===== config.mk =====
export PLATFORM = sky130hd
export DESIGN_NAME = dmf_cell
export DESIGN_NICKNAME = d
export VERILOG_FILES = /design/src/hw/rtl/dmf_pkg.sv /design/src/hw/rtl/dmf_cell.sv
export SDC_FILE = /design/constraint.sdc
export NUM_CORES = 1
export LEC_CHECK = 0
export BUFFER_PORTS_ARGS = -buffer_cell sky130_fd_sc_hd__buf_2
export CAP_MARGIN = 20
export CORE_MARGIN = 3
export CORE_UTILIZATION = 35
export DETAILED_ROUTE_END_ITERATION = 12
export GPL_TIMING_DRIVEN = 0
export RECOVER_POWER = 50
export SLEW_MARGIN = 20
export SYNTH_ARGS = -nofsm -noshare
export SYNTH_HDL_FRONTEND = slang
export SYNTH_SLANG_ARGS = --single-unit

===== constraint.sdc =====
create_clock -name clk_i -period 5.1 [get_ports clk_i]
set_clock_uncertainty 0.15 [all_clocks]
set_input_delay 0.765 -clock clk_i [delete_from_list [all_inputs] [get_ports clk_i]]
set_output_delay 0.765 -clock clk_i [all_outputs]
set_load 0.01 [all_outputs]

===== src/hw/rtl/dmf_pkg.sv =====
// ----------------------------------------------------------------------------
// dmf_pkg
// Shared types and constants of the duplicate message filter: the token that
// walks the cell chain, the insert broadcast and the result record.
// ----------------------------------------------------------------------------
package dmf_pkg;

  localparam logic       OP_ARRIVE  = 1'b0;
  localparam logic       OP_CLEAN   = 1'b1;
  localparam logic [7:0] CNT_MAX    = 8'd255;
  localparam logic [7:0] CNT_ONE    = 8'd1;
  localparam logic [6:0] REM_MAX    = 7'd127;
  localparam logic [31:0] KEEP_RESET = 32'd5000;

  typedef struct packed {
    logic        active;
    logic        op;
    logic [31:0] id;
    logic [47:0] tm;
    logic        exp_ok;
    logic        hit;
    logic        free;
    logic [7:0]  cnt;
    logic [6:0]  removed;
  } dmf_tok_t;

  typedef struct packed {
    logic        en;
    logic [31:0] id;
    logic [47:0] tm;
  } dmf_ins_t;

  typedef struct packed {
    logic        fresh;
    logic [7:0]  cnt;
    logic        full;
    logic [6:0]  removed;
    logic [31:0] ack;
  } dmf_res_t;

endpackage


===== src/hw/rtl/dmf_cell.sv =====
// ----------------------------------------------------------------------------
// dmf_cell
// One table entry. Checks the passing token against the stored id or expiry
// threshold, updates the entry and hands the token to the next cell.
// ----------------------------------------------------------------------------
module dmf_cell
  import dmf_pkg::*;
(
  input  logic     clk_i,
  input  logic     rst_ni,
  input  dmf_tok_t tok_i,
  input  dmf_ins_t ins_i,
  output dmf_tok_t tok_o
);

  dmf_tok_t    tok_q, tok_d;
  logic        valid_q, valid_d;
  logic        claim_q, claim_d;
  logic [31:0] id_q, id_d;
  logic [47:0] tm_q, tm_d;
  logic [7:0]  cnt_q, cnt_d;

  always_comb begin
    tok_d   = tok_i;
    valid_d = valid_q;
    claim_d = claim_q;
    id_d    = id_q;
    tm_d    = tm_q;
    cnt_d   = cnt_q;
    if (tok_i.active) begin
      claim_d = 1'b0;
      if (tok_i.op == OP_ARRIVE) begin
        if (valid_q && id_q == tok_i.id && !tok_i.hit) begin
          if (cnt_q != CNT_MAX) begin
            cnt_d = cnt_q + CNT_ONE;
          end
          tok_d.hit = 1'b1;
          tok_d.cnt = (cnt_q != CNT_MAX) ? cnt_q + CNT_ONE : cnt_q;
        end
        if (!valid_q && !tok_i.free) begin
          claim_d    = 1'b1;
          tok_d.free = 1'b1;
        end
      end else begin
        if (valid_q && tok_i.exp_ok && tm_q < tok_i.tm) begin
          valid_d = 1'b0;
          if (tok_i.removed != REM_MAX) begin
            tok_d.removed = tok_i.removed + 7'd1;
          end
        end
      end
    end else if (ins_i.en && claim_q) begin
      valid_d = 1'b1;
      claim_d = 1'b0;
      id_d    = ins_i.id;
      tm_d    = ins_i.tm;
      cnt_d   = CNT_ONE;
    end
  end

  always_ff @(posedge clk_i or negedge rst_ni) begin
    if (!rst_ni) begin
      tok_q   <= '0;
      valid_q <= 1'b0;
      claim_q <= 1'b0;
    end else begin
      tok_q   <= tok_d;
      valid_q <= valid_d;
      claim_q <= claim_d;
    end
  end

  always_ff @(posedge clk_i) begin
    id_q  <= id_d;
    tm_q  <= tm_d;
    cnt_q <= cnt_d;
  end

  assign tok_o = tok_q;

endmodule


# Yosys cells after proc, flatten, opt, wreduce, memory -nomap -nowiden
# Index checks and enable logic that the tools add are counted.
classes:
  muxes: 21
  n_bitwise: 1
  reduce_logical: 13
  n_lt_le_gt_ge: 1
  shift: 0
  n_mul: 0
  n_eq_ne: 7
  div: 0
  n_addsub: 2
op_table:
  columns: ["cell", "n"]
  rows:
  - ["48-bit < comparator", 1]
  - ["8-bit 2-to-1 mux", 6]
  - ["32-bit == test", 1]
  - ["7-bit 2-to-1 mux", 3]
  - ["17-bit 2-to-1 mux", 1]
  - ["1-bit 2-to-1 mux", 10]
  - ["10-bit 2-to-1 mux", 1]
  - ["8-bit by 1-bit adder with 8-bit output, second input constant", 1]
  - ["8-bit inequality test, second input constant", 1]
  - ["7-bit by 1-bit adder with 7-bit output, second input constant", 1]
  - ["7-bit inequality test, second input constant", 1]
  - ["1-bit logical AND", 6]
  - ["3-bit AND reduction", 2]
  - ["2-bit by 1-bit inequality test with 1-bit output, second input constant", 2]
  - ["2-bit inequality test, second input constant", 2]
  - ["1-bit zero test", 3]
  - ["2-bit AND reduction", 1]
  - ["2-bit nonzero test", 1]
  - ["1-bit inverter", 1]
totals:
  romBits: 0
  inputBits: 183
  latchBits: 0
  mem_bits_rw: 0
  ff_bits: 190
  n_memories: 0
  word_cells: 59

# Longest topological paths before layout
# Gate-level depths: netlist of the first run.
logic_depth:
  ltp_word: 6
  depth_mapped: 9
  mapped_depth_nobuf: 9

# Worst setup path after synthesis of the first run
# OpenSTA, ideal clock, no wires.
synth_path:
  path_kind: "input port to flip-flop"
  from: "in tok_i[99] in the netlist's numbering"
  to: "reg id_q[0] (enable)"
  stages: 3
  arrival_time_ps: 2753
  setup_ps: 434
  required_time_ps: 4516
  path_slack_ps: 1763
  cell_sequence: "nand2b_1 -> or2_2 -> inv_1"
synth_between:
  elab_chain_cells: 2
synth_lines:
  columns: ["element", "line_no", "source"]
  rows:
  - ["start, declared", "dmf_cell.sv:11", "input dmf_tok_t tok_i,"]
  - ["1-bit inverter (no line)", null, null]
  - ["2-bit AND reduction (no line)", null, null]
  - ["end signal, assigned", "dmf_cell.sv:74", "id_q <= id_d;"]
  - ["end, declared", "dmf_cell.sv:19", "logic [31:0] id_q, id_d;"]
# No other way between the ends.
# A chain may end at the register's enable or synchronous reset.

==> results.py, run 1 <==
metrics = {
    "status": {
        "status": "finished with violations",
        "violations": "capacitance limit, slew limit",
    },
    "setup_path": {
        "worstPathCellList": "clkbuf_1",
        "max_stage_delay_ns": 2.26,
        "critical-path-top-delay-family": "buffers and inverters",
        "path_class": "in2async",
        "startpoint": "rst_ni",
        "cp.arrival_ns": 3.11,
        "critical_path.max_fanout": 56,
        "required_ns": 4.74,
        "r2r-start": "tm_q[47]$_DFFE_PP_",
        "cp-start-kind": "input port",
        "cpMaxStageDelayCell": "clkbuf_1",
        "end_kind": "async pin",
        "critPathBufInv": 1,
    },
    "clock_tree": {
        "numCtsBuffers": 17,
        "clk_pin_slew_worst_paths_ns": 0.07,
        "ctsLongestPathBuffers": 2,
        "cts_tree": "built",
        "post_cts_buffers": 0,
        "htreeDepth": 4,
        "ctsResizeCount": 0,
        "clkSinkCount": 190,
        "postCtsHoldBufs": 0,
        "clk_latency_ns": 0.42,
        "clock-root-buffer": "clkbuf_16",
    },
    "pwr": {
        "switchingPower_uw": 773.8,
        "p_int_uw": 2420,
        "irDropWorstVdd_v": 0.0002025,
        "p_leak_uw": 0.004306,
        "cellPowerDensity_nw_per_um2": 333.0,
        "combPwrFrac": 0.082,
        "power_frac_seq": 0.525,
        "swShare": 0.2422,
        "p_clk_frac": 0.393,
    },
    "cells_and_area": {
        "instances_no_fill": 1066,
        "drive_above_1_share": 0.3308,
        "post-route-util": 0.4711,
        "final_common_cell": "buf_2",
        "area_growth_pct": 31.04,
        "final_cell_mix": "buf_2, dfrtp_1, edfxtp_1",
        "nNetsFinal": 1014,
    },
    "synth": {
        "syn_nets": 711,
        "async_flop_share": 0.5368,
        "synth_edf_count": 88,
        "ys_ff_latch": 190,
        "postSynthCellCount": 479,
        "synth.distinct_cells": 43,
        "yosysWarnings": 0,
        "syn_area_sq_um": 7321,
        "avgSynthCellArea_sq_um": 15.28,
        "synth_flop_cell": "dfrtp_1",
        "seq_area_frac_synth": 0.7096,
    },
    "routing": {
        "drc": 0,
        "antenna_left": 0,
        "wire_per_inst_um": 15.45,
        "post_drt_via_cell_ratio": 4.392,
        "drt_iter0_drc": 139,
        "routed_wl_um": 16470,
        "drt_first_pass_iters": 4,
        "routed-via-count": 4682,
    },
    "sta": {
        "max_freq_ghz": 0.2885,
        "worst_slack_ns": 1.633,
        "grt_setup_unrepaired": "false",
        "post-route-period-util": 0.6797,
        "hold_viol_final": 0,
        "period_minus_slack_ns": 3.467,
        "setup_tns_ns": 0,
        "maxSlewViolCount": 56,
        "setup_viol": 0,
        "max_slew_margin": -1.186,
        "tightest_slew_ns": 3.280,
    },
    "job": {
        "drv_cap": 1,
    },
    "floorplan": {
        "fp.dieH_um": 150.6,
        "ios": 283,
        "dieArea_sq_um": 22690,
        "start_util": 0.3595,
        "rows": 52,
        "core_area_sq_um": 20360,
        "fp.dieW_um": 150.6,
    },
    "placement": {
        "dp_cells": 1033,
        "dp_hpwl_um": 12850,
        "io_buffer_count": 282,
        "place_congestion": 0.7283,
        "pre_cts_ws_ns": 1.463,
    },
    "global_route": {
        "grt_max_degree": 57,
        "grt_pass1_vias": 4884,
        "grt_pass1_wl_um": 25430,
        "antenna_found_initial": 3,
        "grt_use_total": 0.1474,
        "grt-ovfl-total": 0,
    },
    "min_path": {
        "min_path_type": "in2reg",
        "min_from": "tok_i[37]",
    },
}
-- per-stage QoR --
stage | instance area [sq um] | hold WS (ns) | power [uW]
floorplan | 7321 | 0.3194 | 1814
global placement | 9070 | 0.3846 | 1978
detailed placement | 9134 | 0.4131 | 1986
CTS | 9691 | 0.1673 | 3257
global route | 9593 | 0.2824 | 3351
finish | 9593 | 0.3094 | 3194
-- area by class of cell --
type / instances / area, sq um
clock inverters: 15 / 131.4
plain buffers: 2 / 8.758
clock buffers: 17 / 425.4
well taps: 270 / 337.8
flip-flops and latches: 190 / 5195
inverters: 49 / 186.4
repair buffers: 284 / 1373
diodes: 1 / 2.502
multi-input cells: 238 / 1933
fillers: 1894 / 10770
-- cells in the mapped netlist, types with 7 or more instances --
cell / instances / area, sq um
edfxtp_1: 88 / 2643
and2_1: 7 / 43.79
ha_1: 49 / 613.1
xor2_1: 29 / 254.0
a21oi_1: 17 / 85.08
nand3_1: 12 / 60.06
nand4_1: 10 / 62.56
nand2_1: 19 / 71.32
xnor2_1: 9 / 78.83
mux2_2: 9 / 101.4
inv_1: 49 / 183.9
nor2_1: 10 / 37.54
nor4_1: 9 / 56.30
dfrtp_1: 102 / 2552
o21ai_0: 8 / 40.04
-- metal layers --
metal / GRT usage / part of all wire / vias up
met5: 0 / 0.0016 / -
met4: 0.04442 / 0.0099 / 4
met3: 0.05087 / 0.073 / 11
met2: 0.2411 / 0.50 / 148
met1: 0.1856 / 0.42 / 2214
li1: - / - / 2305
-- sequential cells by signal, summed over array words and instances (netlist names) --
name / count
valid_q: 1
cnt_q: 8
id_q: 32
tok_o: 100
claim_q: 1
tm_q: 48
-- worst paths after layout --
| check | to | cells past startpoint | slack [ns] |
|---|---|---|---|
| max reg2reg | tok_o[5]$_DFF_PN0_ | 7 | 2.08 |
| min | tok_o[37]$_DFF_PN0_ | 1 | 0.31 |
| max | tok_o[10]$_DFF_PN0_ | 1 | 1.63 |
| min in group asynchronous | tok_o[37]$_DFF_PN0_ | 1 | 1.27 |
| min reg2reg | claim_q$_DFFE_PN0P_ | 2 | 0.42 |
| max in group clk_i | tok_o[5]$_DFF_PN0_ | 9 | 1.96 |
-- power groups by stage --
stage	clock network (uW)	registers, uW	logic (uW)
4_1_cts	1300	1680	277
6_report	1260	1680	261
3_3_place_gp	0	1710	269
2_1_floorplan	0	1730	82.1
5_1_grt	1370	1680	298
3_5_place_dp	0	1710	276
-- cell families after synthesis --
family | synth area share
flip-flops | 0.7096
AND/OR/NAND/NOR | 0.06956
buffers and inverters | 0.02632
adder cells (fa/ha/maj) | 0.08375
AO/OA/AOI/OAI | 0.04683
XOR/XNOR | 0.04546
multiplexers | 0.01846
Note: power is estimated with default switching activity, not from simulation.
==> run 2, diff against run 1 <==
clock period = 2.8 ns   (was 5.1 ns; I/O delays follow)
==> run 2 against run 1 <==
  * The flow still finishes with violations (capacitance limit, slew limit)
  * Combinational power increased by 150%
  * Flip-flop and latch count stayed put
  * Cell count grew 12%
  * Non-clock buffer count rose by 129
  * Sequential share of layout area is 7.3 points lower
  * Via count increased by 11%
  * Largest cell class unchanged
  * Critical path depth is 7 higher
  * Register-to-register slack got worse by 2.0 ns
  * Critical path type is now reg2reg
  * Total power rose by 93%
  * Largest power group unchanged
==> results.py, run 2 (synthesis gave the netlist of run 1 again) <==
metrics = {
    "status": {
        "status": "finished with violations",
        "violations": "capacitance limit, slew limit",
    },
    "routing": {
        "antenna_left": 0,
        "routed-via-count": 5214,
        "drt_iter0_drc": 163,
        "post_drt_via_cell_ratio": 4.367,
        "drt_first_pass_iters": 4,
        "routed_wl_um": 18310,
        "wire_per_inst_um": 15.33,
        "drc": 0,
    },
    "cells_and_area": {
        "nNetsFinal": 1143,
        "seqCellArea_sq_um": 5195,
        "nFillCells": 1762,
        "multi_input_comb_area_sq_um": 2087,
        "final_common_cell": "buf_2",
        "diodes": 0,
        "instances_no_fill": 1194,
        "largest_reg_flops": 100,
        "area_growth_pct": 51.62,
        "drive_above_1_share": 0.3171,
        "final_cell_mix": "buf_2, dlygate4sd3_1, dfrtp_1",
    },
    "min_path": {
        "min_path_cells": 1,
        "min_path_type": "in2reg",
        "hold_path_end": "tm_q[21]$_DFFE_PP_",
        "min_from": "ins_i[21]",
    },
    "placement": {
        "place_congestion": 0.7393,
        "io_buffer_count": 282,
        "dp_hpwl_um": 13180,
        "dp_cells": 1034,
    },
    "pwr": {
        "irDropWorstVdd_v": 0.0003601,
        "p_leak_uw": 0.004917,
        "p_total_uw": 6159,
        "cellPowerDensity_nw_per_um2": 554.9,
    },
    "clock_tree": {
        "ctsLongestPathBuffers": 2,
        "numCtsBuffers": 17,
        "clk_latency_ns": 0.42,
        "cts_tree": "built",
        "htreeDepth": 4,
        "clock-root-buffer": "clkbuf_16",
        "clk_pin_slew_worst_paths_ns": 0.07,
        "clkSinkCount": 190,
    },
    "setup_path": {
        "critical_path.max_fanout": 7,
        "max_stage_delay_ns": 0.38,
        "cp-start-kind": "flop",
        "reg2reg_to": "tok_o[5]$_DFF_PN0_",
        "critPathBufInv": 0,
        "path_class": "reg2reg",
        "critical-path-top-delay-family": "simple AND/OR/NAND/NOR gates",
        "required_ns": 2.94,
        "worstPathCellList": "ha_1, nand4_1, nor2_1, a2111o_1, and4bb_2, o31ai_4, nor4_2, mux2_1",
        "cpMaxStageDelayCell": "edfxtp_1",
        "r2r-start": "tm_q[47]$_DFFE_PP_",
        "cp.arrival_ns": 2.89,
        "ff2ff_path_depth": 8,
        "r2r_slack_ns": 0.06,
        "end_kind": "flop",
    },
    "job": {
        "drv_cap": 1,
    },
    "sta": {
        "post-route-period-util": 0.9800,
        "tightest_slew_ns": 1.589,
        "hold_viol_final": 0,
        "max_freq_ghz": 0.3644,
        "whs_ns": 0.02680,
        "grt_setup_unrepaired": "true",
        "period_minus_slack_ns": 2.744,
        "setup_viol": 0,
        "setup_tns_ns": 0,
        "max_slew_margin": -0.05905,
        "maxSlewViolCount": 56,
    },
    "floorplan": {
        "fp.dieW_um": 150.6,
        "core_area_sq_um": 20360,
        "start_util": 0.3595,
        "rows": 52,
        "ios": 283,
        "dieArea_sq_um": 22690,
        "fp.dieH_um": 150.6,
    },
    "global_route": {
        "grt_pass1_wl_um": 28190,
        "grt-ovfl-total": 0,
        "grt_use_total": 0.1621,
        "antenna_found_initial": 0,
        "grt_pass1_vias": 5623,
        "grt_max_degree": 57,
    },
}
==> run 2: cell count changes in the layout (fill, tap and decap cells not counted), sizes merged <==
cell	delta
dlymetal6s4s	+1
diode	-1
clkinv	-1
dlygate4sd3	+126
clkbuf	-8
bufinv	+2
clkinvlp	-1
buf	+10
==> run 2: worst max-delay path by stage <==
| stage | from | end | cells past startpoint |
|---|---|---|---|
| after global placement | tok_i[64] | tok_o[5]$_DFF_PN0_ | 9 |
| final | tm_q[47]$_DFFE_PP_ | tok_o[5]$_DFF_PN0_ | 8 |
| after global routing | tm_q[47]$_DFFE_PP_ | tok_o[5]$_DFF_PN0_ | 8 |
| after detailed placement | tok_i[63] | tok_o[5]$_DFF_PN0_ | 9 |
| after floorplan | tok_i[24] | tok_o[5]$_DFF_PN0_ | 9 |
| after CTS | tm_q[6]$_DFFE_PP_ | tok_o[5]$_DFF_PN0_ | 8 |
==> run 2: what timing repair did <==
| action | CTS | global route |
|---|---|---|
| hold endpoints to repair | 180 | 1 |
| setup endpoints to repair | 16 | 20 |
| pin swaps | 1 | 8 |
| hold buffers | 126 | 1 |
| gates cloned | 0 | 0 |
| gates resized for setup | 5 | 20 |
| setup buffers | 0 | 1 |
==> run 2: layout make-up <==
type                    count  share of cell area
plain buffers               2            0.001015
well taps                 270             0.03044
inverters                  49             0.01691
multi-input cells         238              0.1880
clock inverters            15             0.01589
repair buffers            413              0.2413
clock buffers              17             0.03833
flip-flops and latches    190              0.4680
==> run 2: report_power, final <==
part / total (uW) / switching, uW / internal (uW) / leakage, uW
clock network: 2460 / 1110 / 1350 / 0.000300
logic: 641 / 301 / 339 / 0.00263
registers: 3060 / 32.4 / 3020 / 0.00199
total: 6160 / 1440 / 4720 / 0.00492
==> run 2: metal layers <==
metal	vias up	global-route usage	wire length, um
met5	-	0	0
met1	2485	0.1903	7241
met2	160	0.2924	9757
met3	10	0.04576	1128
met4	0	0.04080	180
li1	2559	-	-
==> run 2: through the flow <==
| step | setup WS [ns] | util | instance area (sq um) |
|---|---|---|---|
| finish | 0.05605 | 0.5450 | 11100 |
| global route | -0.05645 | 0.5450 | 11100 |
| CTS | 0.001924 | 0.5423 | 11040 |
| detailed placement | -0.5150 | 0.4492 | 9148 |
| global placement | -0.4905 | 0.4456 | 9074 |
| floorplan | 0.1694 | - | 7325 |
==> run 3, diff against run 2 <==
ABC_AREA = 1   (was default)
==> run 3 against run 2 <==
  * The run now ends clean
  * Worst setup slack improved by 0.25 ns
  * Total power increased by 0.69%
  * Sequential power barely moved
  * Register-to-register slack better by 0.48 ns
  * Via count grew 20%
  * Clock power shrank 2%
  * Non-clock buffer count grew 14
==> results.py, run 3 <==
metrics = {
    "clock_tree": {
        "clk_pin_slew_worst_paths_ns": 0.07,
        "clock-root-buffer": "clkbuf_16",
        "numCtsBuffers": 17,
        "clkSinkCount": 190,
        "clk_latency_ns": 0.42,
        "ctsLongestPathBuffers": 2,
        "htreeDepth": 4,
        "cts_tree": "built",
        "post_cts_buffers": 0,
        "postCtsHoldBufs": 129,
        "ctsResizeCount": 0,
    },
    "floorplan": {
        "fp.dieW_um": 156.3,
        "rows": 54,
        "ios": 283,
        "dieArea_sq_um": 24430,
        "start_util": 0.3590,
        "fp.dieH_um": 156.3,
        "core_area_sq_um": 22030,
    },
    "cells_and_area": {
        "final_common_cell": "buf_2",
        "largest_reg_flops": 100,
        "final_cell_mix": "buf_2, dlygate4sd3_1, nand2_1",
        "area_growth_pct": 47.68,
        "instances_no_fill": 1432,
        "nFillCells": 2013,
        "nNetsFinal": 1370,
        "drive_above_1_share": 0.2415,
    },
    "setup_path": {
        "r2r-start": "claim_q$_DFFE_PN0P_",
        "cp-start-kind": "input port",
        "cp.arrival_ns": 2.64,
        "critical-path-top-delay-family": "simple AND/OR/NAND/NOR gates",
        "critical_path.max_fanout": 7,
        "path_class": "in2reg",
        "required_ns": 2.95,
        "worstPathCellList": "dlygate4sd3_1, clkbuf_1, inv_1, ha_1, nand2_1, inv_1, o21ai_0, nand3_1, nor2_1, nand2_1, nor2_4, nand2_4, o21ai_0, nand3_1",
        "end_kind": "flop",
        "worstSetupPathDepth": 14,
        "max_stage_delay_ns": 0.53,
        "cpMaxStageDelayCell": "dlygate4sd3_1",
        "ff2ff_path_depth": 5,
        "startpoint": "tok_i[63]",
        "critPathBufInv": 4,
    },
    "routing": {
        "drc": 0,
        "antenna_left": 0,
        "routed_wl_um": 20730,
        "post_drt_via_cell_ratio": 4.372,
        "drt_first_pass_iters": 4,
        "wire_per_inst_um": 14.48,
        "drt_iter0_drc": 189,
        "routed-via-count": 6261,
    },
    "sta": {
        "grt_setup_unrepaired": "false",
        "hold_viol_final": 0,
        "maxSlewViolCount": 0,
        "post-route-period-util": 0.8893,
        "max_slew_margin": 0.1660,
        "tightest_slew_ns": 1.251,
        "max_freq_ghz": 0.4016,
        "period_minus_slack_ns": 2.490,
        "setup_viol": 0,
        "whs_ns": 0.02404,
    },
    "pwr": {
        "cellPowerDensity_nw_per_um2": 531.2,
        "p_leak_uw": 0.005610,
        "irDropWorstVdd_v": 0.0003883,
    },
    "status": {
        "status": "finished, final reports clean",
    },
    "global_route": {
        "grt_pass1_wl_um": 32440,
        "antenna_found_initial": 1,
        "grt_pass1_vias": 6518,
        "grt_max_degree": 58,
        "grt_use_total": 0.1702,
        "grt-ovfl-total": 0,
    },
    "synth": {
        "postSynthCellCount": 691,
        "yosysMostFrequentCell": "nand2_1",
        "synth_top_cell_area_share": 0.3342,
        "synth_flop_cell": "dfrtp_1",
        "syn_nets": 923,
        "yosys.area.top_type": "edfxtp_1",
        "ys_ff_latch": 190,
        "yosys-top-cells-area": "edfxtp_1, dfrtp_1, ha_1",
        "async_flop_share": 0.5368,
        "seq_area_frac_synth": 0.6571,
        "syn_area_sq_um": 7906,
        "synth_commonest_cells": "nand2_1, inv_1, dfrtp_1",
        "yosysWarnings": 0,
        "synth.distinct_cells": 36,
        "synth_edf_count": 88,
        "avgSynthCellArea_sq_um": 11.44,
    },
    "placement": {
        "io_buffer_count": 282,
        "dp_hpwl_um": 15310,
        "place_congestion": 0.8062,
        "dp_cells": 1260,
    },
    "min_path": {
        "min_path_type": "in2reg",
        "min_from": "ins_i[32]",
        "min_path_cells": 1,
    },
    "job": {
        "drv_cap": 0,
    },
}
==> run 3: through the flow <==
step,power (uW),setup slack [ns],area [sq um],util,setup TNS (ns)
2_1_floorplan,3381,-0.5139,7920,-,-16.98
3_3_place_gp,3704,-1.992,9682,0.4396,-142.24
3_5_place_dp,3726,0.3812,9811,0.4454,0
4_1_cts,6292,0.2852,11680,0.5303,0
5_1_grt,6490,0.09956,11680,0.5301,0
6_report,6202,0.3101,11680,0.5301,0
==> run 3: cell type report <==
type | instances | area, sq um | area share
clock buffer | 17 | 425.4 | 0.03643
timing repair buffer | 428 | 2835 | 0.2428
tap | 280 | 350.3 | 0.03000
buffer | 1 | 11.26 | 0.0009644
sequential | 190 | 5195 | 0.4449
inverter | 130 | 488.0 | 0.04179
multi-input combinational | 370 | 2215 | 0.1897
antenna | 1 | 2.502 | 0.0002143
clock inverter | 15 | 153.9 | 0.01318
==> run 3: final timing paths <==
kind                                             to  slack [ns]
worst min register to register  claim_q$_DFFE_PN0P_        0.39
worst min-delay path             tm_q[32]$_DFFE_PP_        0.02
min in group asynchronous       tok_o[72]$_DFF_PN0_        0.63
max in group asynchronous       tok_o[61]$_DFF_PN0_        0.98
worst max register to register   tm_q[15]$_DFFE_PP_        0.54
worst max-delay path             tok_o[5]$_DFF_PN0_        0.31
==> run 3: cell families (layout without fill, tap and decap cells) <==
logic type	Yosys count	after routing	share of synthesized area
adder cells (fa/ha/maj)	49	49	0.07754
XOR/XNOR	16	16	0.01867
AO/OA/AOI/OAI	43	43	0.03102
flip-flops	190	190	0.6571
other	0	1	0
buffers and inverters	131	591	0.06314
AND/OR/NAND/NOR	261	261	0.1513
multiplexers	1	1	0.001266
==> run 3: routing by layer <==
metal | vias up | GRT usage | routed length (um)
met1 | 2900 | 0.1925 | 8246
met5 | - | 0 | 0
li1 | 3136 | - | -
met2 | 201 | 0.3118 | 10860
met4 | 0 | 0.04752 | 365
met3 | 24 | 0.05006 | 1266
==> run 3: where the power goes <==
group / switching (uW) / internal (uW) / leakage (uW)
Combinational: 364 / 362 / 0.00334
Sequential: 38.6 / 3040 / 0.00199
Clock: 1140 / 1260 / 0.000283
Total: 1540 / 4660 / 0.00561
==> run 3: worst reg2reg max path: stages (launching register included) <==
cell and delay (ns):
dfrtp_1 0.33, inv_1 0.05, nor3_1 0.83, buf_8 0.25, buf_8 0.19, buf_16 0.17
